==> src/rtl/u8d_pkg.sv <==
// shared widths, types and lead-byte constants of the utf-8 stream decoder
`default_nettype none

package u8d_pkg;

  localparam int unsigned ByteW = 8;
  localparam int unsigned CpW   = 31;
  localparam int unsigned LenW  = 3;

  typedef logic [ByteW-1:0] byte_t;
  typedef logic [CpW-1:0]   cp_t;
  typedef logic [LenW-1:0]  len_t;

  // lead-byte class masks and match patterns
  localparam byte_t MaskL1  = 8'h80;
  localparam byte_t MaskL2  = 8'he0;
  localparam byte_t MaskL3  = 8'hf0;
  localparam byte_t MaskL4  = 8'hf8;
  localparam byte_t MaskL5  = 8'hfc;
  localparam byte_t MaskL6  = 8'hfe;
  localparam byte_t MatchL2 = 8'hc0;
  localparam byte_t MatchL3 = 8'he0;
  localparam byte_t MatchL4 = 8'hf0;
  localparam byte_t MatchL5 = 8'hf8;
  localparam byte_t MatchL6 = 8'hfc;

  // payload masks of lead and continuation bytes
  localparam byte_t PayL2   = 8'h1f;
  localparam byte_t PayL3   = 8'h0f;
  localparam byte_t PayL4   = 8'h07;
  localparam byte_t PayL5   = 8'h03;
  localparam byte_t PayL6   = 8'h01;
  localparam int unsigned ContBits = 6;

  // sequence lengths
  localparam len_t LenOne = 3'd1;
  localparam len_t LenMax = 3'd6;

  // one decoded character
  typedef struct packed {
    cp_t  code_point;
    len_t seq_length;
    logic bad_lead;
  } char_t;

endpackage

`default_nettype wire

==> src/rtl/u8d_if.sv <==
// valid/ready channel interfaces for raw bytes and decoded characters
`default_nettype none

interface u8d_byte_if;
  logic            valid;
  logic            ready;
  u8d_pkg::byte_t  in_byte;

  modport source (output valid, output in_byte, input ready);
  modport sink   (input valid, input in_byte, output ready);
  modport monitor (input valid, input in_byte, input ready);
endinterface

interface u8d_char_if;
  logic            valid;
  logic            ready;
  u8d_pkg::cp_t    code_point;
  u8d_pkg::len_t   seq_length;
  logic            bad_lead;

  modport source (output valid, output code_point, output seq_length, output bad_lead,
                  input ready);
  modport sink   (input valid, input code_point, input seq_length, input bad_lead,
                  output ready);
  modport monitor (input valid, input code_point, input seq_length, input bad_lead,
                   input ready);
endinterface

`default_nettype wire

==> src/rtl/utf8_stream_decoder_core.sv <==
// utf-8 stream decoder top level: input register, decode logic, result register
//
//   channel   dir   handshake     payload
//   byte_i    in    valid/ready   in_byte[7:0]
//   char_o    out   valid/ready   code_point[30:0], seq_length[2:0], bad_lead
//
// one byte per cycle sustained while the sink takes results; a result is in the result
// register once the request of its last byte is taken and has passed the input
// register and the result register, and is offered to the sink until it is taken
// a lead byte or inner continuation byte gives no result, the last byte of a
// sequence (or a one-byte character or bad lead) gives one
// rst_ni clears the open-sequence state and both valid flags
// a stalled result holds both stages; byte_i.ready stays high while the input
// register is empty or the pipeline can move
`default_nettype none

module utf8_stream_decoder_core (
  input  wire logic     clk_i,
  input  wire logic     rst_ni,
  u8d_byte_if.sink      byte_i,
  u8d_char_if.source    char_o
);

  localparam int unsigned CpW  = u8d_pkg::CpW;
  localparam int unsigned CbW  = u8d_pkg::ContBits;

  // input register
  logic           in_vld_q;
  u8d_pkg::byte_t in_byte_q;
  // open-sequence state
  u8d_pkg::len_t  left_q, left_d;
  u8d_pkg::len_t  len_q, len_d;
  u8d_pkg::cp_t   acc_q, acc_d;
  // result register
  logic           out_vld_q;
  u8d_pkg::char_t res_q, res_d;
  logic           res_new;

  logic advance;
  logic in_take;

  // pipeline moves when the result register is free or being drained
  assign advance     = !out_vld_q || char_o.ready;
  assign byte_i.ready = !in_vld_q || advance;
  assign in_take     = byte_i.valid && byte_i.ready;

  // input register
  always_ff @(posedge clk_i or negedge rst_ni) begin
    if (!rst_ni) begin
      in_vld_q <= 1'b0;
    end else if (byte_i.ready) begin
      in_vld_q <= byte_i.valid;
    end
  end

  always_ff @(posedge clk_i) begin
    if (in_take) begin
      in_byte_q <= byte_i.in_byte;
    end
  end

  // decode of one byte against the open-sequence state
  always_comb begin
    u8d_pkg::byte_t b;
    b       = in_byte_q;
    left_d  = left_q;
    len_d   = len_q;
    acc_d   = acc_q;
    res_new = 1'b0;
    res_d   = '{code_point: '0, seq_length: u8d_pkg::LenOne, bad_lead: 1'b0};
    if (left_q != '0) begin
      // continuation byte, top bits not checked
      acc_d  = {acc_q[CpW-CbW-1:0], b[CbW-1:0]};
      left_d = left_q - 3'd1;
      if (left_q == 3'd1) begin
        res_new          = 1'b1;
        res_d.code_point = acc_d;
        res_d.seq_length = len_q;
      end
    end else begin
      priority if ((b & u8d_pkg::MaskL1) == '0) begin
        res_new          = 1'b1;
        res_d.code_point = CpW'(b);
      end else if ((b & u8d_pkg::MaskL2) == u8d_pkg::MatchL2) begin
        acc_d = CpW'(b & u8d_pkg::PayL2);
        len_d = 3'd2;
      end else if ((b & u8d_pkg::MaskL3) == u8d_pkg::MatchL3) begin
        acc_d = CpW'(b & u8d_pkg::PayL3);
        len_d = 3'd3;
      end else if ((b & u8d_pkg::MaskL4) == u8d_pkg::MatchL4) begin
        acc_d = CpW'(b & u8d_pkg::PayL4);
        len_d = 3'd4;
      end else if ((b & u8d_pkg::MaskL5) == u8d_pkg::MatchL5) begin
        acc_d = CpW'(b & u8d_pkg::PayL5);
        len_d = 3'd5;
      end else if ((b & u8d_pkg::MaskL6) == u8d_pkg::MatchL6) begin
        acc_d = CpW'(b & u8d_pkg::PayL6);
        len_d = u8d_pkg::LenMax;
      end else begin
        // invalid leader: continuation pattern or 0xfe/0xff
        res_new        = 1'b1;
        res_d.bad_lead = 1'b1;
      end
      if (!res_new) begin
        left_d = len_d - 3'd1;
      end
    end
  end

  // sequence state and result register
  always_ff @(posedge clk_i or negedge rst_ni) begin
    if (!rst_ni) begin
      left_q    <= '0;
      len_q     <= '0;
      acc_q     <= '0;
      out_vld_q <= 1'b0;
    end else if (advance) begin
      out_vld_q <= in_vld_q && res_new;
      if (in_vld_q) begin
        left_q <= left_d;
        len_q  <= len_d;
        acc_q  <= acc_d;
      end
    end
  end

  always_ff @(posedge clk_i) begin
    if (advance && in_vld_q && res_new) begin
      res_q <= res_d;
    end
  end

  assign char_o.valid      = out_vld_q;
  assign char_o.code_point = res_q.code_point;
  assign char_o.seq_length = res_q.seq_length;
  assign char_o.bad_lead   = res_q.bad_lead;

endmodule

`default_nettype wire

==> src/flat_wrapper.sv <==
// flat-port wrapper written by rule: the top's interface ports become plain ports
module utf8_stream_decoder_core_flat 
  (clk_i, rst_ni, byte_i_valid, byte_i_in_byte, byte_i_ready, char_o_valid, char_o_code_point, char_o_seq_length, char_o_bad_lead, char_o_ready);
  u8d_byte_if byte_i_i ();
  u8d_char_if char_o_i ();
  input  wire logic clk_i;
  input  wire logic rst_ni;
  input wire logic [$bits(byte_i_i.valid)-1:0] byte_i_valid;
  input wire logic [$bits(byte_i_i.in_byte)-1:0] byte_i_in_byte;
  output wire logic [$bits(byte_i_i.ready)-1:0] byte_i_ready;
  output wire logic [$bits(char_o_i.valid)-1:0] char_o_valid;
  output wire logic [$bits(char_o_i.code_point)-1:0] char_o_code_point;
  output wire logic [$bits(char_o_i.seq_length)-1:0] char_o_seq_length;
  output wire logic [$bits(char_o_i.bad_lead)-1:0] char_o_bad_lead;
  input wire logic [$bits(char_o_i.ready)-1:0] char_o_ready;
  assign byte_i_i.valid = byte_i_valid;
  assign byte_i_i.in_byte = byte_i_in_byte;
  assign byte_i_ready = byte_i_i.ready;
  assign char_o_valid = char_o_i.valid;
  assign char_o_code_point = char_o_i.code_point;
  assign char_o_seq_length = char_o_i.seq_length;
  assign char_o_bad_lead = char_o_i.bad_lead;
  assign char_o_i.ready = char_o_ready;
  utf8_stream_decoder_core u_core (.clk_i(clk_i), .rst_ni(rst_ni), .byte_i(byte_i_i), .char_o(char_o_i));
endmodule
==> config.mk <==
export PLATFORM = sky130hd
export DESIGN_NAME = utf8_stream_decoder_core_flat
export DESIGN_NICKNAME = d
export VERILOG_FILES = /design/src/rtl/u8d_pkg.sv /design/src/rtl/u8d_if.sv /design/src/rtl/utf8_stream_decoder_core.sv /design/src/flat_wrapper.sv
export SDC_FILE = /design/constraint.sdc
export NUM_CORES = 1
export LEC_CHECK = 0
export BUFFER_PORTS_ARGS = -buffer_cell sky130_fd_sc_hd__buf_2
export CORE_MARGIN = 3
export CORE_UTILIZATION = 45
export CTS_CLUSTER_DIAMETER = 40
export DETAILED_ROUTE_END_ITERATION = 8
export PLACE_DENSITY = 0.63
export SLEW_MARGIN = 10
export SYNTH_ARGS = -nofsm -noshare
export SYNTH_HDL_FRONTEND = slang
export SYNTH_SLANG_ARGS = --single-unit
==> constraint.sdc <==
create_clock -name clk_i -period 7.89 [get_ports clk_i]
set_clock_uncertainty 0.15 [all_clocks]
set_input_delay 0.3945 -clock clk_i [delete_from_list [all_inputs] [get_ports clk_i]]
set_output_delay 0.3945 -clock clk_i [all_outputs]
set_load 0.01 [all_outputs]
==> run metrics <==
outcome=finished clean; Synth Register Bits=76; Mapped Cells=229; Ys Warns=0; met3 wire len=232 µm; measured slew at the worst slew-check pin=988 ps; max-cap violations=0; initial antenna violation count=0; # IOs=49; period utilization=35.5%; DRT Wirelength=5710 µm; RSZ-0062 raised after global routing=false; DRC viols=0; Primary FF master, synth=edfxtp_1; die area=7840 µm²; final net count=roughly 300; clock-pin slew on the worst setup and hold paths=70 ps; # clock sinks=76; effective utilization at floorplan=47.5%; Slowest Stage Delay on Critical Path=770 ps; Final Wtd Congestion=~0.85; Detail Route Antenna Nets=0; slowest cell on the critical path=nor2_4; Startpoint Class=flop; number of CTS-inserted buffers=9; Tot Pwr=0.00132 W; iteration count of the initial detailed-routing pass=4; register area share after synthesis=69.0%; WL met1=2560 µm; minimum clock period=2800 ps; CTS Buffer Depth=2; Final Hold Vio Count=0; Layout area overhead=16.2%; number of DRC markers in iteration 0=86; most frequent cells in the layout=48 x buf_2, 43 x edfxtp_1, 35 x and2_1, 33 x dfrtp_1, 20 x a22o_1; Die Span Y=roughly 90 µm; Synth Net Count=245; worst-path maximum fanout=35; Post-synth EDFFs=43; area taken by multi-input logic gates=895 µm²; setup TNS=0 ps; gr ovfl total=0; crit path DAT=2620 ps; Crit. End Element=flop; Vias=1932; Post-Syn Area=3070 µm²; crit-path leading delay family=simple AND/OR/NAND/NOR gates; crit-path most repeated cell=nor2_1; Max Slew Vio Count=0; Min-Delay Path Class=in2reg; critical path required time=7710 ps; antenna cells=0; Yosys cell types=35; CTS tree=built; # rows=29; Final setup violation count=0; Via density=roughly 5.3; vias in the first global route=1878; clock latency at the later pin of the worst-skew pair=360 ps; pin count of the biggest net entering global routing=36; maximum VDD drop=0.151 mV; I/O Buffers=48; Register Area=roughly 2100 µm²; WS Path Type=reg2reg; DR WL met2=2780 µm; first-pass GRT wire length=9340 µm; DIE WIDTH=roughly 89 µm; Pleak=about 1.5 nW; GRT Total Usage=16.4%; clk root buf=clkbuf_8; commonest non-fill, non-tap cell in the layout=buf_2; top routing layer used=met4; fillcell total=~550; final core utilization=55.2%; Mapped Avg Cell Area=13.4 µm²; Peak Freq=between 0.3 and 0.4 GHz; crit-path cells=inv_1 > ha_1 > mux2i_1 > nor2_1 > nor2_1 > nor2_4; core area=6460 µm²; WP buf/inv=1; Detailed Place HPWL=3850 µm; CTS HTree Levels=3; share of layout cells above drive strength 1=25.2%; Max transition margin=34.0%; power per cell area=370 nW/µm²; asr flop ratio synth=43.4%; WL per Instance=between 15 and 20 µm
-- logic make-up after synthesis --
| logic type | count (synthesis) | share of synthesized area (%) |
|---|---|---|
| compound gates | 51 | 12.0 |
| xor+xnor | 1 | 0.286 |
| fa+ha+maj | 4 | 1.63 |
| buf+inv | 16 | 2.24 |
| flops | 76 | 69.0 |
| mux | 3 | 1.06 |
| simple gates | 78 | 13.7 |
-- registers in the layout (all words and copies together), names as in the netlist --
| signal | flops |
|---|---|
| u_core.char_o.valid | 1 |
| u_core.len_q | 3 |
| u_core.in_vld_q | 1 |
| u_core.char_o.bad_lead | 1 |
| u_core.acc_q | 25 |
| u_core.char_o.code_point | 31 |
| u_core.char_o.seq_length | 3 |
| u_core.left_q | 3 |
| u_core.in_byte_q | 8 |
-- path summary, 6_finish.rpt --
kind / startpoint / end / slack [ps] / depth (start not counted)
min in group asynchronous: rst_ni / u_core.acc_q[19] / 470 / 2
hold reg to reg: u_core.left_q[1] / u_core.left_q[1] / 340 / 2
hold / removal: byte_i_in_byte[0] / u_core.in_byte_q[0] / 60 / 1
max in group asynchronous: rst_ni / u_core.acc_q[12] / 6650 / 2
setup / recovery: u_core.left_q[0] / u_core.char_o.code_point[15] / 5090 / 6
setup reg to reg: u_core.left_q[0] / u_core.char_o.code_point[15] / 5090 / 6
-- routing by layer --
layer | vias to the layer above | global-route usage (%)
met3 | 10 | 4.00
li1 | 931 | -
met2 | 45 | 26.2
met1 | 946 | 20.5
met4 | 0 | 9.20
met5 | - | 0
-- power by group --
| part | internal (W) | total [W] | switching, W |
|---|---|---|---|
| clock network | 0.000115 | 0.000259 | 0.000144 |
| registers | 0.000580 | 0.000660 | 0.0000803 |
| logic | 0.000166 | 0.000401 | 0.000235 |
| total | 0.000861 | 0.00132 | 0.000459 |
-- stage by stage --
step / hold WS, ps / cells / setup slack, ps / area, µm²
final: 64.6 / 363 / 5090 / 3560
after global routing: 49.0 / 363 / 4830 / 3560
after CTS: 48.7 / 363 / 5120 / 3560
after detailed placement: 327 / 346 / 5140 / 3380
after global placement: 319 / 346 / 5240 / 3380
after floorplan: -51.1 / 229 / 4650 / 3070
-- timing repair --
item | CTS | global route
hold buffers | 1 | 0
hold endpoints to repair | 33 | 0
setup buffers | 0 | 0
resized for setup | 0 | 0
-- synth_stat cells, types with 2 or more instances --
library cell / number / area share [%]
a21oi_1: 9 / 1.5
nand2_1: 15 / 1.8
nand3_1: 2 / 0.33
o21ai_0: 11 / 1.8
clkbuf_1: 3 / 0.37
inv_1: 6 / 0.73
nor2_1: 14 / 1.7
and2_1: 35 / 7.1
edfxtp_1: 43 / 42
ha_1: 4 / 1.6
mux2_2: 2 / 0.73
nor2b_1: 2 / 0.41
nand2b_1: 4 / 0.82
buf_2: 6 / 0.98
nor3_1: 2 / 0.33
dfrtp_1: 33 / 27
a22o_1: 20 / 5.7
-- cell type report --
class	count	area share [%]
clock inverters	5	1.05
inverters	6	0.632
multi-input cells	137	25.1
flip-flops and latches	76	59.4
well taps	77	2.70
clock buffers	11	3.69
repair buffers	51	7.44
(Power assumes the default switching activity.)
